**src/hw/rtl/sts_pkg.sv**
```systemverilog
// shared constants, vertex type and width helpers for the triangle span pipeline
`default_nettype none

package sts_pkg;

    // fixed field widths of the stream payload
    localparam int COORD_W = 16;
    localparam int ROW_W   = 12;
    localparam int SPAN_W  = 12;

    // rounded row of a vertex, wide enough for any coordinate and fraction setting
    localparam int RROW_W = COORD_W + 1;

    localparam int FRAC_BITS_DEF = 4;
    localparam int INT_BITS_DEF  = 12;

    localparam int S_FIELDS_W = 6 * COORD_W + ROW_W;
    localparam int S_TDATA_W  = ((S_FIELDS_W + 7) / 8) * 8;
    localparam int M_FIELDS_W = ROW_W + 2 * SPAN_W;
    localparam int M_TDATA_W  = ((M_FIELDS_W + 7) / 8) * 8;

    typedef struct packed {
        logic [COORD_W-1:0] x;
        logic [COORD_W-1:0] y;
    } t_vtx;

    function automatic int max_int(input int a, input int b);
        return (a > b) ? a : b;
    endfunction

    // row position minus vertex y, at fixed-point scale
    function automatic int dyr_w(input int frac);
        return max_int(ROW_W + frac, COORD_W) + 1;
    endfunction

    // signed numerator of the edge interpolation
    function automatic int num_w(input int frac);
        return max_int(2 * COORD_W + 1, COORD_W + 1 + dyr_w(frac)) + 1;
    endfunction

    // magnitude of the denominator |dy| scaled by the fraction
    function automatic int den_w(input int frac);
        return COORD_W + 1 + frac;
    endfunction

endpackage

`default_nettype wire

```
**src/hw/rtl/sts_div.sv**
```systemverilog
// pipelined restoring divider, an overflow stage then one quotient bit per stage
`default_nettype none

module sts_div #(
    parameter int FRAC_BITS = sts_pkg::FRAC_BITS_DEF,
    parameter int INT_BITS  = sts_pkg::INT_BITS_DEF
) (
    input  logic                                  i_clk,
    input  logic [INT_BITS:0]                     i_adv,
    input  logic [sts_pkg::num_w(FRAC_BITS)-1:0]  i_num,
    input  logic [sts_pkg::den_w(FRAC_BITS)-1:0]  i_den,
    input  logic                                  i_neg,
    output logic [INT_BITS-1:0]                   o_q,
    output logic                                  o_sat,
    output logic                                  o_neg
);

    localparam int QB   = INT_BITS;
    localparam int NMW  = sts_pkg::num_w(FRAC_BITS);
    localparam int DENW = sts_pkg::den_w(FRAC_BITS);
    localparam int CW   = sts_pkg::max_int(NMW, DENW + QB);

    logic [NMW-1:0]  r_rem [QB+1];
    logic [DENW-1:0] r_den [QB+1];
    logic [QB-1:0]   r_q   [QB+1];
    logic            r_sat [QB+1];
    logic            r_neg [QB+1];

    logic [NMW-1:0]  w_rem [QB+1];
    logic [DENW-1:0] w_den [QB+1];
    logic [QB-1:0]   w_q   [QB+1];
    logic            w_sat [QB+1];
    logic            w_neg [QB+1];
    logic [CW-1:0]   w_d   [QB+1];
    logic            w_ge  [QB+1];

    // stage j compares against den shifted by (quotient width - j)
    always_comb begin
        w_rem[0] = i_num;
        w_den[0] = i_den;
        w_q[0]   = '0;
        w_sat[0] = 1'b0;
        w_neg[0] = i_neg;
        for (int j = 1; j <= QB; j++) begin
            w_rem[j] = r_rem[j-1];
            w_den[j] = r_den[j-1];
            w_q[j]   = r_q[j-1];
            w_sat[j] = r_sat[j-1];
            w_neg[j] = r_neg[j-1];
        end
        for (int j = 0; j <= QB; j++) begin
            w_d[j]  = CW'(w_den[j]) << (QB - j);
            w_ge[j] = CW'(w_rem[j]) >= w_d[j];
        end
    end

    always_ff @(posedge i_clk) begin
        for (int j = 0; j <= QB; j++) begin
            if (i_adv[j]) begin
                r_den[j] <= w_den[j];
                r_neg[j] <= w_neg[j];
                if (j == 0) begin
                    // quotient would not fit the span range
                    r_rem[j] <= w_rem[j];
                    r_sat[j] <= w_ge[j];
                    r_q[j]   <= '0;
                end else begin
                    r_rem[j] <= w_ge[j] ? NMW'(CW'(w_rem[j]) - w_d[j]) : w_rem[j];
                    r_sat[j] <= w_sat[j];
                    r_q[j]   <= {w_q[j][QB-2:0], w_ge[j]};
                end
            end
        end
    end

    assign o_q   = r_q[QB];
    assign o_sat = r_sat[QB];
    assign o_neg = r_neg[QB];

endmodule

`default_nettype wire
```
**config.mk**
```make
export PLATFORM = sky130hd
export DESIGN_NAME = sts_div
export DESIGN_NICKNAME = d
export VERILOG_FILES = /design/src/hw/rtl/sts_pkg.sv /design/src/hw/rtl/sts_div.sv
export SDC_FILE = /design/constraint.sdc
export NUM_CORES = 1
export LEC_CHECK = 0
export BUFFER_PORTS_ARGS = -buffer_cell sky130_fd_sc_hd__buf_2
export CAP_MARGIN = 40
export CORE_MARGIN = 1
export CORE_UTILIZATION = 45
export CTS_CLUSTER_SIZE = 25
export DETAILED_ROUTE_END_ITERATION = 8
export PLACE_DENSITY = 0.64
export SLEW_MARGIN = 20
export SYNTH_ARGS = -nofsm -noshare
export SYNTH_HDL_FRONTEND = slang
export SYNTH_SLANG_ARGS = --single-unit
```
**constraint.sdc**
```tcl
create_clock -name i_clk -period 3.1 [get_ports i_clk]
set_input_delay 0.465 -clock i_clk [delete_from_list [all_inputs] [get_ports i_clk]]
set_output_delay 0.465 -clock i_clk [all_outputs]
set_load 0.02 [all_outputs]
```
==> results.md <==
Run status:
- The flow ran to the end, but the final reports show violations.
- The checks that failed: setup timing.

Worst setup path:
- The launch point of the worst reg-to-reg path is r_rem[2][77]$_DFFE_PP_.
- The startpoint type of the worst setup path is a flip-flop.
- The largest driver fanout on the critical path is 7.
- The endpoint kind of the worst setup timing path is a flip-flop.
- The capture point of the worst reg-to-reg path is r_rem[2][137]$_DFFE_PP_.
- Walking the worst path, the cells encountered are ha_4, and3_4, nand4_1, buf_6, or4_1, or3_4, nand4bb_4, a31o_1, buf_4, o2111ai_4, nor4_2, xor2_1.
- The data arrival at the endpoint of the critical path is 3.48 ns.
- For the worst flop-to-flop path, the logic depth is 12.
- For flop-to-flop paths, the worst setup slack is -0.004 ns.
- The worst setup path is of the flip-flop to flip-flop kind.
- STA puts the critical path data required time at ~3.5 ns.
- The cell with the biggest individual delay on the critical path is edfxtp_1.
- The worst stage delay on the critical path is 0.44 ns.

Logic synthesis:
- The synthesized netlist net count is a little under 4000.
- Ranked by total cell area, the synthesized netlist is headed by edfxtp_1, ha_1, a21oi_1.
- During synthesis, Yosys emitted a total of 0 warnings.
- The cell taking the most area after synthesis is edfxtp_1.
- By instance count, the leading cell after synthesis is edfxtp_1.
- The share of async-settable or async-resettable flops after synthesis is 0%.
- Of the post-synthesis cell area, the dominant cell type holds 56.4%.
- After synthesis, the most frequently instantiated cells are edfxtp_1, inv_1, a21oi_1.
- The synthesis-stage register bit count is 776.
- The most used flip-flop cell after synthesis is edfxtp_1.
- Sequential elements use 56.4% of the synthesized area.
- The number of distinct library cell variants in the gate-level netlist after synthesis is 94.
- The mean cell area of the mapped netlist is 11.8 um^2.
- The synthesized netlist occupies a cell area of 0.0413 mm^2.
- In this run, synthesis inferred 776 flip-flops with an integrated enable.
- The synthesized instance count is 3509.

Worst hold path:
- In this run the most critical hold path is launched from i_num[8].
- The number of cells on the worst hold path is 1.
- The path class of the tightest hold or removal check is primary input to flip-flop.
- For hold timing, the worst endpoint is r_rem[0][8]$_DFFE_PP_.

STA:
- On the final layout, the worst clock skew is 0.0207 ns.
- The clock period minus worst slack is 3.10 ns.
- The final count of hold timing violations is 0.
- The total setup violations reported at the end of the flow is 1.
- The setup slack of the critical path after layout is -0.00376 ns.
- The maximum achievable frequency is 322 MHz.
- Adding up every negative setup slack in the final design gives -0.00376 ns.
- Setup repair after global routing could not meet its margin everywhere.
- After layout, the worst path uses 100% of the clock period.
- The count of pins over their slew limit is 0.
- The transition time at the pin with the least slew margin is 0.718 ns.
- Headroom to the max-slew limit came out at 52.1%.

Global routing:
- The met2 routing resource usage after global routing is 36.0%.
- The initial antenna violation count is 0.
- The overall track demand over capacity in global routing is 17.9%.
- The highest-utilization routing layer at the global route stage is met2.
- After global routing the overflow that remains totals 0.
- The number of global-route vias before repair is 28000.
- For met3 alone, demand over resource in global routing was 2.47%.
- Entering global routing, the biggest net connects 68 pins.
- The fraction of met1 tracks used by global routing is between 10% and 20%.
- The global-route wire length before repair is 135000 um.

Cells and area:
- The multi-input combinational cells in the finished layout cover a total of 0.0170 mm^2.
- The number of nets in the layout is 4377.
- The layout has 7641 filler cells.
- The combined flip-flop and latch cell area is 0.0233 mm^2.
- The number of antenna diodes is 0.
- Relative to the synthesized area, the layout overhead comes to 20.6%.
- In the final layout, the share of cells above drive strength 1 is 19.2%.
- The number of non-filler instances in the completed layout is 5265.

Clock tree:
- The number of buffers on the longest clock path is 3.
- The number of clock sinks is a little under 800.
- The CTS H-tree depth is 3.
- The number of clock buffers added by TritonCTS is 86.
- The tree is rooted in a clkbuf_16.
- After clock tree synthesis, the clock-pin slew on the worst setup and hold paths is 0.06 ns.
- For the worst-skew pair, the clock arrives at the later sink with an insertion delay of 0.64 ns.
- The CTS tree is yes.

Placement:
- The wire-length estimate of the detail-placed layout is approximately 64000 um.
- Buffers placed on the I/O ports in this run total 84.
- In this run, placement finished with an instance count of roughly 5000.
- The pre-CTS setup slack is -0.268 ns.
- Routability-driven placement finished with a final weighted congestion of 0.868.

Routing:
- The post-route antenna net violation count is 0.
- Dividing the detail-routed via count by the number of cells gives between 5 and 6.
- The number of DRC markers in iteration 0 is 1104.
- The detailed-routing iteration count for the pre-antenna-repair pass is 7.
- The average wire per standard cell is 16.1 um.
- After detailed routing, the total wire length is 84900 um.
- Summing over every cut layer, the via total after detailed routing is 27300.
- For this run, design rule violations remaining after detail routing come to 0.

Die:
- The initial utilization of the core area, before any placement, comes to 45.7%.
- From left edge to right edge, the die measures 305 um.
- During I/O placement, the number of pins put on the boundary was 85.
- The die is 305 um tall.
- The floorplan step defined a die boundary enclosing ~0.093 mm^2.
- The number of standard-cell rows in the floorplan is 110.
- In this run the standard cell core region covers between 0.09 and 0.1 mm^2.

Power and ir drop:
- The worst-case vdd ir drop is 0.486 mV.
- The design internal power is 0.0277 W.
- In this run switching power makes up roughly 32% of total power.
- The total chip power is 0.0409 W.
- Power spread over the standard cell area amounts to between 800 and 900 mW/mm^2.
- The analysis attributes to net switching a power of 0.0132 W.
- The sequential fraction of design power is between 30 and 40%.
- The clock network accounts for 23.7% of the total power.
- The proportion of power drawn by combinational gates is 37.7%.
- The leakage power figure is about 20 nW.

Run:
- Max-cap violations in this run came to 0.
==> power by group through the flow <==
| stage | Sequential, W | Combinational, W | Clock, W |
|---|---|---|---|
| 2_1_floorplan | 0.0155 | 0.0103 | 0 |
| 3_3_place_gp | 0.0159 | 0.0144 | 0 |
| 3_5_place_dp | 0.0159 | 0.0145 | 0 |
| 4_1_cts | 0.0157 | 0.0148 | 0.00997 |
| 5_1_grt | 0.0160 | 0.0171 | 0.0104 |
| 6_report | 0.0158 | 0.0154 | 0.00968 |
==> per-stage QoR <==
| stage | utilization, % | instance area [um^2] | hold WS, ns |
|---|---|---|---|
| 2_1_floorplan | - | 41300 | 0.400 |
| 3_3_place_gp | 50.2 | 45400 | 0.402 |
| 3_5_place_dp | 50.2 | 45400 | 0.405 |
| 4_1_cts | 54.0 | 48800 | 0.00108 |
| 5_1_grt | 55.1 | 49800 | 0.00543 |
| 6_report | 55.1 | 49800 | 0.0528 |
==> cells in the final DEF (no fill, tap or decap), types with 41 or more instances in the layout <==
| cell type | count |
|---|---|
| edfxtp_1 | 776 |
| buf_4 | 344 |
| inv_1 | 337 |
| ha_1 | 264 |
| a21oi_1 | 261 |
| nor2_1 | 223 |
| nand2_1 | 211 |
| o21ai_0 | 181 |
| xnor2_1 | 149 |
| xor2_1 | 114 |
| a21o_1 | 108 |
| clkbuf_16 | 94 |
| buf_2 | 84 |
| nor3_1 | 58 |
| o21a_1 | 54 |
| dlygate4sd3_1 | 52 |
| nand4_1 | 45 |
| nand3_1 | 41 |
==> registers in the layout, summed over array words and instances, names as in the netlist <==
name / count
r_rem: 420
r_den: 252
r_q: 78
r_neg: 13
r_sat: 13
==> area by class of cell <==
| class | count | area share [%] |
|---|---|---|
| Sequential cell | 776 | 46.8 |
| Multi-Input combinational cell | 2311 | 34.2 |
| Timing Repair Buffer | 508 | 8.11 |
| Clock buffer | 106 | 4.60 |
| Tap cell | 1176 | 2.96 |
| Inverter | 339 | 2.56 |
| Clock inverter | 49 | 0.784 |
==> cell families after synthesis <==
family / after synthesis / share of synthesized area [%]
simple gates: 862 / 10.5
compound gates: 842 / 13.0
flops: 776 / 56.4
buf+inv: 423 / 4.10
fa+ha+maj: 284 / 8.80
xor+xnor: 263 / 5.58
mux: 59 / 1.67
==> layer usage <==
| layer | wire, um | part of all wire (%) |
|---|---|---|
| met1 | 31200 | 37 |
| met2 | 47100 | 55 |
| met4 | 4590 | 5.4 |
| met3 | 1990 | 2.3 |
| met5 | 0 | 0 |
==> what timing repair did <==
item / 4_1_cts / 5_1_grt
setup endpoints to repair: 121 / 198
hold buffers: 52 / 0
cloned: 1 / 6
endpoints found under the hold margin: 52 / 0
setup buffers: 8 / 32
resized for setup: 30 / 124
pin swaps: 14 / 46
==> worst max-delay path, delay by kind of cell (launching register included) <==
family,cells,cell delay [ns]
adder cells (fa/ha/maj),1,0.30
AO/OA/AOI/OAI,2,0.30
flip-flops,1,0.44
XOR/XNOR,1,0.12
AND/OR/NAND/NOR,6,1.40
buffers and inverters,2,0.30
==> worst max path at each step <==
stage	start	end	slack [ns]	cells after the start
detailed placement	r_rem[2][71]$_DFFE_PP_	r_rem[2][137]$_DFFE_PP_	-0.27	14
global placement	r_rem[2][71]$_DFFE_PP_	r_rem[2][137]$_DFFE_PP_	-0.22	14
CTS	r_den[2][43]$_DFFE_PP_	r_rem[2][137]$_DFFE_PP_	-0.02	13
finish	r_rem[2][77]$_DFFE_PP_	r_rem[2][137]$_DFFE_PP_	-0.004	12
floorplan	r_den[2][42]$_DFFE_PP_	r_rem[2][137]$_DFFE_PP_	0.06	12
global route	r_rem[2][77]$_DFFE_PP_	r_rem[2][137]$_DFFE_PP_	-0.13	12
Power figures use the tool's default switching activity.
