<file path="config.mk">
export PLATFORM = sky130hd
export DESIGN_NAME = sts_edge
export DESIGN_NICKNAME = d
export VERILOG_FILES = /design/src/hw/rtl/sts_pkg.sv /design/src/hw/rtl/sts_edge.sv
export SDC_FILE = /design/constraint.sdc
export NUM_CORES = 2
export LEC_CHECK = 0
export BUFFER_PORTS_ARGS = -buffer_cell sky130_fd_sc_hd__clkbuf_2
export CORE_UTILIZATION = 40
export CTS_CLUSTER_SIZE = 28
export DETAILED_ROUTE_END_ITERATION = 10
export PLACE_DENSITY_LB_ADDON = 0.05
export REMOVE_ABC_BUFFERS = 1
export SLEW_MARGIN = 20
export SYNTH_ARGS = -nofsm -noshare
export SYNTH_HDL_FRONTEND = slang
export SYNTH_SLANG_ARGS = --single-unit
</file>
<file path="constraint.sdc">
create_clock -name i_clk -period 5.95 [get_ports i_clk]
set_input_delay 0.8925 -clock i_clk [delete_from_list [all_inputs] [get_ports i_clk]]
set_output_delay 0.8925 -clock i_clk [all_outputs]
set_load 0.01 [all_outputs]
</file>
<file path="src/hw/rtl/sts_pkg.sv">
// shared constants, vertex type and width helpers for the triangle span pipeline
`default_nettype none

package sts_pkg;

    // fixed field widths of the stream payload
    localparam int COORD_W = 16;
    localparam int ROW_W   = 12;
    localparam int SPAN_W  = 12;

    // rounded row of a vertex, wide enough for any coordinate and fraction setting
    localparam int RROW_W = COORD_W + 1;

    localparam int FRAC_BITS_DEF = 4;
    localparam int INT_BITS_DEF  = 12;

    localparam int S_FIELDS_W = 6 * COORD_W + ROW_W;
    localparam int S_TDATA_W  = ((S_FIELDS_W + 7) / 8) * 8;
    localparam int M_FIELDS_W = ROW_W + 2 * SPAN_W;
    localparam int M_TDATA_W  = ((M_FIELDS_W + 7) / 8) * 8;

    typedef struct packed {
        logic [COORD_W-1:0] x;
        logic [COORD_W-1:0] y;
    } t_vtx;

    function automatic int max_int(input int a, input int b);
        return (a > b) ? a : b;
    endfunction

    // row position minus vertex y, at fixed-point scale
    function automatic int dyr_w(input int frac);
        return max_int(ROW_W + frac, COORD_W) + 1;
    endfunction

    // signed numerator of the edge interpolation
    function automatic int num_w(input int frac);
        return max_int(2 * COORD_W + 1, COORD_W + 1 + dyr_w(frac)) + 1;
    endfunction

    // magnitude of the denominator |dy| scaled by the fraction
    function automatic int den_w(input int frac);
        return COORD_W + 1 + frac;
    endfunction

endpackage

`default_nettype wire

</file>
<file path="src/hw/rtl/sts_edge.sv">
// coverage test, edge selection and interpolation numerator/denominator, three stages
`default_nettype none

module sts_edge #(
    parameter int FRAC_BITS = sts_pkg::FRAC_BITS_DEF
) (
    input  logic                                        i_clk,
    input  logic [2:0]                                  i_adv,
    input  sts_pkg::t_vtx                               i_va,
    input  sts_pkg::t_vtx                               i_vb,
    input  sts_pkg::t_vtx                               i_vc,
    input  logic signed [sts_pkg::RROW_W-1:0]           i_top,
    input  logic signed [sts_pkg::RROW_W-1:0]           i_mid,
    input  logic signed [sts_pkg::RROW_W-1:0]           i_bot,
    input  logic [sts_pkg::ROW_W-1:0]                   i_row,
    output logic [sts_pkg::num_w(FRAC_BITS)-1:0]        o_num [2],
    output logic [sts_pkg::den_w(FRAC_BITS)-1:0]        o_den [2],
    output logic                                        o_neg [2],
    output logic                                        o_cov,
    output logic [sts_pkg::ROW_W-1:0]                   o_row
);

    localparam int XW   = sts_pkg::COORD_W;
    localparam int DYW  = XW + 1;
    localparam int RW   = sts_pkg::ROW_W;
    localparam int RRW  = sts_pkg::RROW_W;
    localparam int DW   = sts_pkg::dyr_w(FRAC_BITS);
    localparam int NW   = sts_pkg::num_w(FRAC_BITS);
    localparam int DENW = sts_pkg::den_w(FRAC_BITS);
    localparam int P1W  = 2 * XW + 1;
    localparam int P2W  = XW + 1 + DW;

    // lane 0 is the short edge pair, lane 1 the long edge top to bottom
    logic signed [RRW-1:0] w_row_e;
    logic signed [DW-1:0]  w_yfix;
    logic                  w_cov;
    logic                  w_below;
    sts_pkg::t_vtx         w_ea [2];
    sts_pkg::t_vtx         w_eb [2];
    logic signed [DYW-1:0] n_dy [2];
    logic signed [DYW-1:0] n_dx [2];
    logic signed [DW-1:0]  n_dyr [2];
    logic                  n_flat [2];

    logic signed [XW-1:0]  r_ax_a [2];
    logic signed [DYW-1:0] r_dy_a [2];
    logic signed [DYW-1:0] r_dx_a [2];
    logic signed [DW-1:0]  r_dyr_a [2];
    logic                  r_flat_a [2];
    logic                  r_cov_a;
    logic [RW-1:0]         r_row_a;

    logic signed [P1W-1:0] r_p1 [2];
    logic signed [P2W-1:0] r_p2 [2];
    logic signed [XW-1:0]  r_ax_b [2];
    logic signed [DYW-1:0] r_dy_b [2];
    logic                  r_flat_b [2];
    logic                  r_cov_b;
    logic [RW-1:0]         r_row_b;

    logic signed [NW-1:0]  n_num [2];
    logic [NW-1:0]         n_mag [2];
    logic [DYW-1:0]        n_dym [2];
    logic [DENW-1:0]       n_den [2];
    logic                  n_neg [2];

    // stage a: coverage, edge choice and differences
    always_comb begin
        w_row_e = RRW'($signed(i_row));
        w_cov   = (i_top != i_bot) && (w_row_e >= i_top) && (w_row_e <= i_bot);
        w_below = w_row_e < i_mid;
        w_yfix  = DW'($signed(i_row)) <<< FRAC_BITS;
        w_ea[0] = w_below ? i_va : i_vb;
        w_eb[0] = w_below ? i_vb : i_vc;
        w_ea[1] = i_va;
        w_eb[1] = i_vc;
        for (int l = 0; l < 2; l++) begin
            n_dy[l]   = $signed({w_eb[l].y[XW-1], w_eb[l].y})
                      - $signed({w_ea[l].y[XW-1], w_ea[l].y});
            n_dx[l]   = $signed({w_eb[l].x[XW-1], w_eb[l].x})
                      - $signed({w_ea[l].x[XW-1], w_ea[l].x});
            n_dyr[l]  = w_yfix - DW'($signed(w_ea[l].y));
            n_flat[l] = w_eb[l].y == w_ea[l].y;
        end
    end

    always_ff @(posedge i_clk) begin
        if (i_adv[0]) begin
            for (int l = 0; l < 2; l++) begin
                r_ax_a[l]   <= $signed(w_ea[l].x);
                r_dy_a[l]   <= n_dy[l];
                r_dx_a[l]   <= n_dx[l];
                r_dyr_a[l]  <= n_dyr[l];
                r_flat_a[l] <= n_flat[l];
            end
            r_cov_a <= w_cov;
            r_row_a <= i_row;
        end
    end

    // stage b: the two products per edge
    always_ff @(posedge i_clk) begin
        if (i_adv[1]) begin
            for (int l = 0; l < 2; l++) begin
                r_p1[l]     <= r_ax_a[l] * r_dy_a[l];
                r_p2[l]     <= r_dx_a[l] * r_dyr_a[l];
                r_ax_b[l]   <= r_ax_a[l];
                r_dy_b[l]   <= r_dy_a[l];
                r_flat_b[l] <= r_flat_a[l];
            end
            r_cov_b <= r_cov_a;
            r_row_b <= r_row_a;
        end
    end

    // stage c: numerator sum, magnitudes and quotient sign
    // a flat edge divides its start x by one pixel
    always_comb begin
        for (int l = 0; l < 2; l++) begin
            n_num[l] = NW'(r_p1[l]) + NW'(r_p2[l]);
            if (r_flat_b[l]) begin
                n_num[l] = NW'(r_ax_b[l]);
            end
            n_mag[l] = n_num[l][NW-1] ? NW'(-n_num[l]) : NW'(n_num[l]);
            n_dym[l] = r_dy_b[l][DYW-1] ? DYW'(-r_dy_b[l]) : DYW'(r_dy_b[l]);
            n_den[l] = (r_flat_b[l] ? DENW'(1) : DENW'(n_dym[l])) << FRAC_BITS;
            n_neg[l] = n_num[l][NW-1] ^ (!r_flat_b[l] && r_dy_b[l][DYW-1]);
        end
    end

    always_ff @(posedge i_clk) begin
        if (i_adv[2]) begin
            for (int l = 0; l < 2; l++) begin
                o_num[l] <= n_mag[l];
                o_den[l] <= n_den[l];
                o_neg[l] <= n_neg[l];
            end
            o_cov <= r_cov_b;
            o_row <= r_row_b;
        end
    end

endmodule

`default_nettype wire

</file>
==> qor.csv <==
metric,value,unit
grt_pass1_wl,338,mm
grt_pass1_vias,55600,
grt_max_degree,106,
start_util,0.404,
synth_top_area_share,0.327,
cts_buffers,70,
failed_checks,setup timing,
ys.flop_type,edfxtp_1,
cts-root-buf,clkbuf_16,
tightest_slew,1.08,ns
async_flop_share,0,
post-route-min-period,6.42,ns
io_pins,290,
antenna_found_initial,40,
clockBufferDepth,3,
synth_edf_count,483,
crit_path_top_delay_cell,edfxtp_1,
postSynthCellCount,7125,
fin_util,0.491,
viasPerCell,5.05,
rows,153,
numClockSinks,483,
synth_top_area_cell,fa_1,
syn_area_per_cell,9.88,um2
vias,53200,
synth_area_leaders,"fa_1, edfxtp_1, ha_1, inv_1, and2_1",
ant_nets,0,
synth_seq_cells,483,
hold_violations,0,
core_area,174000,um2
gp_congestion,0.918,
run_status,"complete, but fails checks",
syn_to_final_growth,21.5,%
hold_class,flip-flop to flip-flop,
die_h,421,um
h-tree-depth,3,
fin_tns_setup,-6.25,ns
critPathLaunchType,flip-flop,
cp.arrival,6.86,ns
critical_path_class,flip-flop to flip-flop,
relSlewSlack,0.279,
wl,220,mm
cpPeakStageDelay,0.51,ns
first_pass_iters,5,
fin_crit_sh,1.08,
hpwl,186,mm
drtIter0Drc,3033,
postCtsHoldBufs,0,
portBuffers,281,
crit_fanout,7,
grt.total_usage,0.251,
setup_slack,-0.465,ns
cp-end-kind,flip-flop,
wl_per_cell,20.9,um
synth-warning-count,0,
clock_latency,0.70,ns
critPathMostFrequentCell,fa_1,
drv_slew,0,
cts_tree,built,
fillers,16700,
die_width,421,um
die_area,178000,um2
syn_area,70400,um2
fmax,156,MHz
drive_gt1_frac,0.211,
fin_skew,0.0306,ns
rsz0062_at_grt,true,
clk_pin_slew_worst_paths,0.06,ns
seq_area_frac_synth,0.206,
max_cap_viol_count,0,
drcViolationCount,0,
worst_ep_required_time,6.39,ns
report.final.setup_viol,35,
netlist-cell-type-count,103,
nets,10000,
overflow,0,
-- Yosys cell counts, types with 10 or more instances --
cell,n
a2111oi_0,15
a211o_1,18
a211oi_1,43
a21boi_0,21
a21o_1,107
a21oi_1,217
a221oi_1,10
a31oi_1,29
a41oi_1,10
and2_1,570
and3_1,28
and4_1,10
buf_2,14
clkbuf_1,182
edfxtp_1,483
fa_1,1150
ha_1,550
inv_1,1432
mux2_2,38
mux2i_1,40
nand2_1,694
nand2b_1,55
nand3_1,84
nand4_1,29
nor2_1,316
nor2b_1,40
nor3_1,80
nor4_1,27
o211ai_1,13
o21a_1,30
o21ai_0,173
o21bai_1,35
o31ai_1,25
o41ai_1,12
or2_2,14
or3_1,23
or4_1,13
xnor2_1,211
xor2_1,109
-- logic make-up (layout without fill, tap and decap cells) --
kind of cell             after synthesis  in the layout  synth area share
AND/OR/NAND/NOR                     2025           2025             0.144
adder cells (fa/ha/maj)             1700           1700             0.425
buffers and inverters               1643           2708            0.0884
AO/OA/AOI/OAI                        875            875            0.0845
flip-flops                           483            483             0.206
XOR/XNOR                             320            320            0.0398
multiplexers                          78             78            0.0118
other                                  1             20         0.0000533
-- cells in the final DEF (no fill, tap or decap), drive strengths merged, types with 16 or more instances in the layout --
cell type	Yosys	layout
a21oi	221	221
a21o	107	107
or3	24	24
o21a	30	30
edfxtp	483	483
or2	16	16
o21bai	35	35
mux2i	40	40
a21boi	21	21
mux2	38	38
nand3	87	87
a211oi	45	45
xor2	109	109
ha	550	550
a211o	19	19
nor4	33	33
and2	570	570
a31oi	29	29
nand2b	55	55
clkinv	0	28
buf	29	872
clkbuf	182	358
nor2b	40	40
xnor2	211	211
nand2	694	694
nand4	29	29
o31ai	28	28
inv	1432	1435
nor3	81	81
a2111oi	18	18
fa	1150	1150
nor2	317	317
o21ai	182	182
and3	30	30
-- sequential cells by signal (all words and copies together), names as in the netlist, 2 cells and up --
name      flops
r_row_b      12
r_p1         66
r_p2         68
r_dy_a       34
o_num        70
r_dx_a       34
r_ax_a       32
r_flat_a      2
r_dy_b       34
r_ax_b       32
r_flat_b      2
r_row_a      12
r_dyr_a      34
o_row        12
o_den        34
o_neg         2
-- layout make-up --
| type | count | area [um2] | area share |
|---|---|---|---|
| Inverter | 1432 | 5380 | 0.0629 |
| Timing Repair Buffer | 1150 | 8820 | 0.103 |
| Sequential cell | 483 | 14500 | 0.170 |
| Multi-Input combinational cell | 5006 | 51600 | 0.603 |
| Tap cell | 2325 | 2910 | 0.0340 |
| Clock inverter | 46 | 463 | 0.00541 |
| Clock buffer | 80 | 1850 | 0.0217 |
| Antenna cell | 12 | 30.0 | 0.000351 |
-- through the flow --
stage	worst slack, ns	area, um2	hold WS (ns)	cells
after CTS	-0.604	84000	0.380	10500
after detailed placement	-0.828	79900	0.406	10300
after global routing	-0.713	85500	0.423	10500
after global placement	-0.796	79900	0.400	10300
final	-0.465	85500	0.415	10500
after floorplan	-2.99	69500	0.400	6921
-- critical path, delay by kind of cell (launching register included) --
| kind | cells | cell delay [ns] |
|---|---|---|
| AOI/OAI and AO/OA | 10 | 1.70 |
| adders and majority gates | 7 | 3.15 |
| buffers and inverters | 6 | 0.53 |
| DFF | 1 | 0.51 |
| and+or+nand+nor | 1 | 0.20 |
| xor gates and xnor gates | 1 | 0.07 |
-- metal layers --
metal | track usage | part of all wire | routed length (um)
met1 | 0.352 | 0.45 | 100000
met3 | 0.0264 | 0.043 | 9470
met2 | 0.407 | 0.47 | 103000
met5 | 0 | 0 | 0
met4 | 0.0845 | 0.036 | 8000
-- timing repair --
item                                   in CTS  in global routing
pin swaps                                 210                223
cloned                                      0                  0
endpoints found under the hold margin       0                  0
setup endpoints to repair                  57                 63
gates resized for setup                   305                271
setup buffers                              69                 59
-- path summary, 6_finish.rpt --
path                                                 end  depth (start not counted)  slack [ns]                     start
worst min register to register  r_flat_b[0][1]$_DFFE_PP_                          0        0.42  r_flat_a[0][1]$_DFFE_PP_
worst min-delay path            r_flat_b[0][1]$_DFFE_PP_                          0        0.42  r_flat_a[0][1]$_DFFE_PP_
worst max-delay path               r_p1[0][32]$_DFFE_PP_                         25       -0.47    r_ax_a[0][5]$_DFFE_PP_
worst max register to register     r_p1[0][32]$_DFFE_PP_                         25       -0.47    r_ax_a[0][5]$_DFFE_PP_
Power is left out: the tool's default activity adds up to more than one toggle a clock period on the data nets, which glitch-free logic cannot reach.
