==> src/hw/rtl/sts_pkg.sv <==
// shared constants, vertex type and width helpers for the triangle span pipeline
`default_nettype none

package sts_pkg;

    // fixed field widths of the stream payload
    localparam int COORD_W = 16;
    localparam int ROW_W   = 12;
    localparam int SPAN_W  = 12;

    // rounded row of a vertex, wide enough for any coordinate and fraction setting
    localparam int RROW_W = COORD_W + 1;

    localparam int FRAC_BITS_DEF = 4;
    localparam int INT_BITS_DEF  = 12;

    localparam int S_FIELDS_W = 6 * COORD_W + ROW_W;
    localparam int S_TDATA_W  = ((S_FIELDS_W + 7) / 8) * 8;
    localparam int M_FIELDS_W = ROW_W + 2 * SPAN_W;
    localparam int M_TDATA_W  = ((M_FIELDS_W + 7) / 8) * 8;

    typedef struct packed {
        logic [COORD_W-1:0] x;
        logic [COORD_W-1:0] y;
    } t_vtx;

    function automatic int max_int(input int a, input int b);
        return (a > b) ? a : b;
    endfunction

    // row position minus vertex y, at fixed-point scale
    function automatic int dyr_w(input int frac);
        return max_int(ROW_W + frac, COORD_W) + 1;
    endfunction

    // signed numerator of the edge interpolation
    function automatic int num_w(input int frac);
        return max_int(2 * COORD_W + 1, COORD_W + 1 + dyr_w(frac)) + 1;
    endfunction

    // magnitude of the denominator |dy| scaled by the fraction
    function automatic int den_w(input int frac);
        return COORD_W + 1 + frac;
    endfunction

endpackage

`default_nettype wire

==> src/hw/rtl/sts_order.sv <==
// vertex sort by y and rounding of the three vertex rows, two register stages
`default_nettype none

module sts_order #(
    parameter int FRAC_BITS = sts_pkg::FRAC_BITS_DEF
) (
    input  logic                               i_clk,
    input  logic [1:0]                         i_adv,
    input  sts_pkg::t_vtx                      i_v0,
    input  sts_pkg::t_vtx                      i_v1,
    input  sts_pkg::t_vtx                      i_v2,
    input  logic [sts_pkg::ROW_W-1:0]          i_row,
    output sts_pkg::t_vtx                      o_va,
    output sts_pkg::t_vtx                      o_vb,
    output sts_pkg::t_vtx                      o_vc,
    output logic signed [sts_pkg::RROW_W-1:0]  o_top,
    output logic signed [sts_pkg::RROW_W-1:0]  o_mid,
    output logic signed [sts_pkg::RROW_W-1:0]  o_bot,
    output logic [sts_pkg::ROW_W-1:0]          o_row
);

    localparam int XW  = sts_pkg::COORD_W;
    localparam int RRW = sts_pkg::RROW_W;
    localparam logic signed [RRW-1:0] RMASK = RRW'((1 << (FRAC_BITS + 1)) - 1);

    sts_pkg::t_vtx w_a;
    sts_pkg::t_vtx w_b;
    sts_pkg::t_vtx w_c;
    sts_pkg::t_vtx w_t;

    sts_pkg::t_vtx r_a0;
    sts_pkg::t_vtx r_b0;
    sts_pkg::t_vtx r_c0;
    logic [sts_pkg::ROW_W-1:0] r_row0;

    // trunc toward zero of (2y+1) / 2^(frac+1)
    function automatic logic signed [RRW-1:0] round_row(input logic [XW-1:0] y);
        logic signed [RRW-1:0] t;
        logic signed [RRW-1:0] b;
        t = $signed({y, 1'b1});
        b = t + (t[RRW-1] ? RMASK : RRW'(0));
        return b >>> (FRAC_BITS + 1);
    endfunction

    // three compare-and-swaps, strict less-than, whole vertex moves
    always_comb begin
        w_a = i_v0;
        w_b = i_v1;
        w_c = i_v2;
        w_t = w_a;
        if ($signed(w_b.y) < $signed(w_a.y)) begin
            w_t = w_a;
            w_a = w_b;
            w_b = w_t;
        end
        if ($signed(w_c.y) < $signed(w_a.y)) begin
            w_t = w_a;
            w_a = w_c;
            w_c = w_t;
        end
        if ($signed(w_c.y) < $signed(w_b.y)) begin
            w_t = w_b;
            w_b = w_c;
            w_c = w_t;
        end
    end

    always_ff @(posedge i_clk) begin
        if (i_adv[0]) begin
            r_a0   <= w_a;
            r_b0   <= w_b;
            r_c0   <= w_c;
            r_row0 <= i_row;
        end
    end

    always_ff @(posedge i_clk) begin
        if (i_adv[1]) begin
            o_va  <= r_a0;
            o_vb  <= r_b0;
            o_vc  <= r_c0;
            o_top <= round_row(r_a0.y);
            o_mid <= round_row(r_b0.y);
            o_bot <= round_row(r_c0.y);
            o_row <= r_row0;
        end
    end

endmodule

`default_nettype wire

==> config.mk <==
export PLATFORM = sky130hd
export DESIGN_NAME = sts_order
export DESIGN_NICKNAME = d
export VERILOG_FILES = /design/src/hw/rtl/sts_pkg.sv /design/src/hw/rtl/sts_order.sv
export SDC_FILE = /design/constraint.sdc
export NUM_CORES = 1
export LEC_CHECK = 0
export ABC_AREA = 1
export BUFFER_PORTS_ARGS = -buffer_cell sky130_fd_sc_hd__buf_2
export CELL_PAD_IN_SITES_DETAIL_PLACEMENT = 1
export CELL_PAD_IN_SITES_GLOBAL_PLACEMENT = 1
export CORE_MARGIN = 2
export CORE_UTILIZATION = 30
export DETAILED_ROUTE_END_ITERATION = 8
export HOLD_SLACK_MARGIN = 0.03
export PLACE_DENSITY = 0.66
export SYNTH_ARGS = -nofsm -noshare
export SYNTH_HDL_FRONTEND = slang
export SYNTH_SLANG_ARGS = --single-unit
==> constraint.sdc <==
create_clock -name i_clk -period 8.4 [get_ports i_clk]
set_clock_uncertainty 0.05 [all_clocks]
set_input_delay 0.42 -clock i_clk [delete_from_list [all_inputs] [get_ports i_clk]]
set_output_delay 0.42 -clock i_clk [all_outputs]
set_load 0.05 [all_outputs]
==> results of run 1 <==
-- worst paths after layout --
check,end,depth (start not counted),slack (ns),from
max,r_c0[27]$_DFFE_PP_,33,1.79,i_v0[5]
min,r_a0[10]$_DFFE_PP_,3,0.17,i_v2[10]
max reg2reg,o_top[11]$_DFFE_PP_,10,5.53,r_a0[15]$_DFFE_PP_
min reg2reg,o_vb[24]$_DFFE_PP_,0,0.37,r_b0[24]$_DFFE_PP_
-- power groups by stage --
stage	Combinational (mW)	Clock, mW	Sequential (mW)
3_3_place_gp	1.96	0	2.10
5_1_grt	2.22	1.33	2.12
6_report	2.02	1.24	2.08
4_1_cts	2.03	1.28	2.09
3_5_place_dp	2.02	0	2.12
2_1_floorplan	0.999	0	2.56
-- cell families (layout without fill, tap and decap cells) --
kind of cell	Yosys count	count (layout)	share of synthesized area (%)
AO/OA/AOI/OAI	169	169	7.17
XOR/XNOR	35	35	2.49
adder cells (fa/ha/maj)	58	58	5.89
buffers and inverters	177	454	6.34
flip-flops	252	252	61.4
other	0	2	0
AND/OR/NAND/NOR	471	471	16.7
-- flip-flops by register name, summed over array words and instances (netlist names) --
name    count
r_row0     12
o_bot      12
r_c0       32
o_mid      12
o_vc       32
o_top      12
r_b0       32
o_row      12
o_vb       32
o_va       32
r_a0       32
-- final cells by class --
type | instances | area, um2 | share of cell area [%]
repair buffers | 289 | 1540 | 10.2
clock buffers | 37 | 756 | 5.00
well taps | 532 | 666 | 4.41
clock inverters | 14 | 175 | 1.16
diodes | 2 | 5.00 | 0.0331
multi-input cells | 733 | 3980 | 26.3
flip-flops and latches | 252 | 7570 | 50.1
inverters | 114 | 428 | 2.83
-- placed cells by master (no fill, tap or decap), types with 27 or more instances in the layout --
cell	netlist	routed
inv_1	110	110
xor2_1	28	28
o21ai_0	128	128
buf_2	12	267
clkbuf_16	0	29
nor2_1	27	27
nand3_1	150	150
edfxtp_1	252	252
nand2_1	262	261
ha_1	58	58
-- worst max-delay path: cells and delay by family --
kind	cells	cell delay (ns)
buf+inv	7	2.00
compound gates	8	1.73
simple gates	15	1.63
fa+ha+maj	3	1.00
-- metal layers --
metal / share of wire, % / GRT usage (%) / vias to the layer above
met5: 0 / 0 / -
met4: 1.8 / 5.05 / 0
met3: 4.5 / 2.21 / 40
met2: 47 / 26.9 / 232
met1: 47 / 24.0 / 4537
li1: - / - / 4531
-- metrics by stage --
step | hold WS (ns) | cell area (um2) | instances | setup slack [ns]
final | 0.167 | 15100 | 1973 | 1.79
after global routing | 0.176 | 15100 | 1973 | 1.02
after CTS | 0.140 | 15100 | 1971 | 1.91
after detailed placement | 0.356 | 14100 | 1908 | 1.34
after global placement | 0.351 | 14100 | 1908 | 1.48
after floorplan | 0.350 | 12300 | 1162 | 2.37
==> reports/qor.csv, run 1 <==
stage,metric,value,unit
worst_setup_path,crit_required,8.63,ns
synthesis,synth_flop_cell,edfxtp_1,
synthesis,syn_area,12300,um2
power,power_density,354,nW/um2
clock_network,cts-hold-fix-buffers,12,
layout,fin_nets,1587,
synthesis,synth_common_cells,"262 x nand2_1, 252 x edfxtp_1, 150 x nand3_1",
synthesis,synth.area.top_cells,"edfxtp_1 61%, nand2_1 8.0%, nand3_1 6.1%, ha_1 5.9%, o21ai_0 5.2%",
synthesis,syn_inst,1162,
floorplan,die_w,207,um
layout,areaGrowthSynthToFinish,22.6,%
detailed_routing,ant_nets,0,
layout,drive_gt1_share,23.1,%
worst_setup_path,criticalPathCategory,in -> reg,
floorplan,num_io_pins,270,
placement,portBuffers,269,
worst_setup_path,slowest_delay,0.58,ns
worst_hold_path,hp-class,in -> reg,
job,cap_violations,0,
clock_network,cts-root-buf,clkbuf_16,
synthesis,yosysMostFrequentCell,nand2_1,
sta,worst_pin_slew,0.972,ns
synthesis,synth-seq-cells,252,
detailed_routing,num_vias,9340,
placement,gp_congestion,0.918,
clock_network,cts_resized,0,
synthesis,syn_nets,1331,
worst_setup_path,crit_slowest_cell,inv_2,
synthesis,yosys.area.top_type_share,61.4,%
floorplan,num_rows,74,
layout,n_fill_cell,4655,
power,switching_share,41.1,%
sta,finalHoldViolations,0,
grt,overflow,0,
grt,track_usage,16.9,%
clock_network,cts.path.max_buffers,3,
power,p_int,3.14,mW
sta,rsz0062_at_grt,no,
sta,layout_min_cycle_time,6.61,ns
floorplan,initial_core_util,30.3,%
power,ir_worst_vdd,0.161,mV
clock_network,htreeDepth,1,
detailed_routing,avgRoutedWirePerCell,18.8,um
power,clock_power_share,23.3,%
sta,setup_viol,0,
sta,min_period_over_period,78.7,%
detailed_routing,wl,37100,um
detailed_routing,drc,0,
worst_setup_path,start_kind,input port,
synthesis,yosysTopAreaCell,edfxtp_1,
grt,grt_pass1_wl,54300,um
detailed_routing,via_per_inst,4.73,
synthesis,yosys_warnings,0,
worst_setup_path,path_common_cell,nand2_1,
sta,finalSetupTns,0,ns
floorplan,core-area,40600,um2
layout,final_util,37.2,%
clock_network,cts_num_sinks,252,
clock_network,clock_latency,0.54,ns
sta,timing.fmax,0.151,GHz
floorplan,die_y,207,um
clock_network,cts_setup_buffers,0,
power,combPwrFrac,37.9,%
worst_setup_path,arrival,6.84,ns
run_status,outcome,completed,
grt,grt_pass1_vias,9286,
sta,maxSlewViolCount,0,
clock_network,cts_made_buffers,28,
power,p_sw,2.20,mW
detailed_routing,drtIter0Drc,542,
placement,hpwl,28100,um
clock_network,cts_tree,built,
floorplan,die_area,42700,um2
sta,relSlewSlack,35.2,%
power,power_frac_seq,38.9,%
power,p_total,5.34,mW
synthesis,async_reset_ff_share,0,%
grt,grt_max_degree,78,
synthesis,synth-edff-count,252,
grt,grt_antenna_before_repair,2,
power,power.static_leakage,6.61,nW
synthesis,ys_seq_area_share,61.4,%
detailed_routing,drt_pass1_iterations,5,
synthesis,ys_types,32,
worst_setup_path,crit_path_max_fanout,62,
clock_network,path_clk_slew,0.06,ns
worst_setup_path,end_kind,register,
synthesis,synth_area_per_cell,10.6,um2
No activity file was read; power rests on OpenSTA's default activity.
==> inputs of run 2 (changes only) <==
--- a/config.mk
+++ b/config.mk
@@ -5,7 +5,7 @@
 export SDC_FILE = /design/constraint.sdc
 export NUM_CORES = 1
 export LEC_CHECK = 0
-export ABC_AREA = 1
+export ABC_AREA = 0
 export BUFFER_PORTS_ARGS = -buffer_cell sky130_fd_sc_hd__buf_2
 export CELL_PAD_IN_SITES_DETAIL_PLACEMENT = 1
 export CELL_PAD_IN_SITES_GLOBAL_PLACEMENT = 1
@@ -13,7 +13,7 @@
 export CORE_UTILIZATION = 30
 export DETAILED_ROUTE_END_ITERATION = 8
 export HOLD_SLACK_MARGIN = 0.03
-export PLACE_DENSITY = 0.66
+export PLACE_DENSITY = 0.65
 export SYNTH_ARGS = -nofsm -noshare
 export SYNTH_HDL_FRONTEND = slang
 export SYNTH_SLANG_ARGS = --single-unit
==> constraint.sdc (replaced) <==
create_clock -name i_clk -period 6.9 [get_ports i_clk]
set_clock_uncertainty 0.05 [all_clocks]
set_input_delay 0.345 -clock i_clk [delete_from_list [all_inputs] [get_ports i_clk]]
set_output_delay 0.345 -clock i_clk [all_outputs]
set_load 0.05 [all_outputs]
==> reports/qor.csv, run 2 <==
stage,metric,value,unit
run_status,outcome,completed,
clock_network,cts-root-buf,clkbuf_16,
sta,setup_viol,0,
synthesis,synth-seq-cells,252,
layout,n_fill_cell,4378,
clock_network,cts_tree,built,
detailed_routing,ant_nets,0,
layout,final_common_cell,buf_2,
worst_setup_path,end_kind,register,
grt,grt_pass1_wl,55000,um
synthesis,async_reset_ff_share,0,%
detailed_routing,avgRoutedWirePerCell,19.6,um
clock_network,cts.path.max_buffers,3,
worst_setup_path,start_kind,input port,
synthesis,ys_types,51,
placement,hpwl,27100,um
sta,min_period_over_period,94.5,%
floorplan,die_area,42400,um2
grt,overflow,0,
worst_setup_path,ff2ff_path_depth,11,
power,ir_worst_vdd,0.166,mV
synthesis,synth_area_per_cell,12.4,um2
job,cap_violations,0,
grt,grt_max_degree,84,
placement,portBuffers,269,
synthesis,syn_inst,985,
sta,timing.fmax,0.153,GHz
floorplan,num_io_pins,270,
layout,final_cell_mix,"267 x buf_2, 252 x edfxtp_1, 129 x nor2_1",
worst_hold_path,whs_endpoint,r_b0[25]$_DFFE_PP_,
worst_setup_path,crit_path_max_fanout,8,
clock_network,htreeDepth,1,
detailed_routing,drtIter0Drc,412,
detailed_routing,via_per_inst,4.81,
synthesis,synth-edff-count,252,
sta,relSlewSlack,23.4,%
worst_hold_path,holdPathStages,2,
worst_setup_path,arrival,6.77,ns
synthesis,syn_nets,1154,
synthesis,synth_flop_cell,edfxtp_1,
sta,rsz0062_at_grt,no,
sta,finalHoldViolations,0,
power,power_density,449,nW/um2
synthesis,synth_common_cells,"252 x edfxtp_1, 130 x nor2_1, 80 x a21oi_1",
worst_hold_path,hp-class,in -> reg,
sta,layout_min_cycle_time,6.52,ns
placement,gp_congestion,0.878,
floorplan,num_rows,73,
worst_setup_path,crit_slowest_cell,a221oi_2,
synthesis,syn_area,12200,um2
worst_hold_path,hold_start,i_v0[25],
grt,grt_pass1_vias,9248,
clock_network,cts_num_sinks,252,
power,power.static_leakage,6.62,nW
detailed_routing,drc,0,
grt,grt_antenna_before_repair,4,
worst_setup_path,slowest_delay,0.36,ns
floorplan,initial_core_util,30.6,%
layout,fin_nets,1494,
layout,regArea,7570,um2
worst_setup_path,r2r_end,o_bot[10]$_DFFE_PP_,
synthesis,yosys.area.top_type_share,61.8,%
layout,final_util,39.7,%
floorplan,die_y,206,um
clock_network,clock_latency,0.55,ns
power,p_total,7.13,mW
worst_setup_path,criticalPathCategory,in -> reg,
clock_network,path_clk_slew,0.06,ns
worst_setup_path,path_common_cell,a21o_1,
layout,areaGrowthSynthToFinish,29.9,%
worst_setup_path,critPathTopFamily,compound AO/OA/AOI/OAI gates,
synthesis,yosysTopAreaCell,edfxtp_1,
detailed_routing,wl,36900,um
synthesis,yosys_warnings,0,
sta,maxSlewViolCount,0,
worst_setup_path,rr_startpoint,r_c0[15]$_DFFE_PP_,
synthesis,yosysMostFrequentCell,edfxtp_1,
detailed_routing,num_vias,9033,
floorplan,die_w,206,um
worst_setup_path,critPathBufInv,6,
clock_network,cts_made_buffers,29,
layout,multi_input_area,4330,um2
synthesis,synth.area.top_cells,"edfxtp_1 62%, ha_1 5.9%, mux2i_1 4.0%, nor2_1 4.0%, a21oi_1 3.3%",
sta,worst_pin_slew,1.15,ns
layout,drive_gt1_share,32.0,%
synthesis,ys_seq_area_share,61.8,%
detailed_routing,drt_pass1_iterations,5,
worst_setup_path,worst-r2r-setup-slack,4.16,ns
floorplan,core-area,40000,um2
grt,track_usage,17.0,%
worst_setup_path,crit_required,7.15,ns
-- run 2: changes by cell type in the layout (fill, tap and decap cells not counted), moves of 23 or more --
cell and delta:
inv_1 -72, buf_4 +75, o21ai_0 -102, o221a_1 +29
nor2_1 +102, mux2i_1 +47, a21oi_1 +47, nand2_1 -204
nand3_1 -134, nor3_1 +23
-- run 2: worst max-delay path by stage --
stage,cells past startpoint,to,from
after floorplan,36,r_b0[21]$_DFFE_PP_,i_v0[2]
after global placement,32,r_b0[13]$_DFFE_PP_,i_v0[2]
after detailed placement,32,r_c0[31]$_DFFE_PP_,i_v0[2]
after CTS,32,r_c0[29]$_DFFE_PP_,i_v0[2]
after global routing,34,r_b0[31]$_DFFE_PP_,i_v0[2]
final,33,r_b0[31]$_DFFE_PP_,i_v0[2]
-- run 2: power breakdown --
part	internal, mW	switching (mW)	total (mW)
Combinational	1.04	1.90	2.94
Clock	0.997	0.625	1.62
Sequential	2.32	0.247	2.57
-- run 2: routing by layer --
metal	vias to the layer above	share of wire [%]	track usage (%)	wire (um)
li1	4350	-	-	-
met1	4438	46	23.5	17100
met2	202	47	27.2	17400
met3	43	4.5	2.71	1660
met4	0	2.0	5.28	731
met5	-	0	0	0
-- run 2: layout make-up --
type	count	area share, %
antenna	4	0.0630
clock buffer	35	4.71
clock inverter	19	1.61
inverter	39	0.921
multi-input combinational	635	27.2
sequential	252	47.6
tap	525	4.13
timing repair buffer	368	13.7
-- run 2: what timing repair did --
item / in CTS / in global routing
endpoints found under the setup margin: 0 / 62
endpoints found under the hold margin: 12 / 0
hold buffers: 12 / 0
gates resized for setup: 0 / 13
setup buffers: 0 / 1
-- run 2: per-stage QoR --
step	std cells	hold WS, ns	setup slack [ns]	setup TNS, ns	area (um2)
6_report	1877	0.137	0.378	0	15900
5_1_grt	1877	0.110	0.0115	0	15900
4_1_cts	1871	0.102	0.0742	0	15800
3_5_place_dp	1805	0.355	-0.484	-25.61	14700
3_3_place_gp	1805	0.351	-0.215	-8.46	14700
2_1_floorplan	985	0.350	0.00980	0	12300
-- run 2: kinds of logic after synthesis --
| logic type | count (synthesis) | share of synthesized area, % |
|---|---|---|
| multiplexers | 51 | 4.31 |
| XOR/XNOR | 37 | 2.65 |
| flip-flops | 252 | 61.8 |
| AO/OA/AOI/OAI | 201 | 11.1 |
| adder cells (fa/ha/maj) | 59 | 6.01 |
| buffers and inverters | 99 | 3.71 |
| AND/OR/NAND/NOR | 286 | 10.3 |
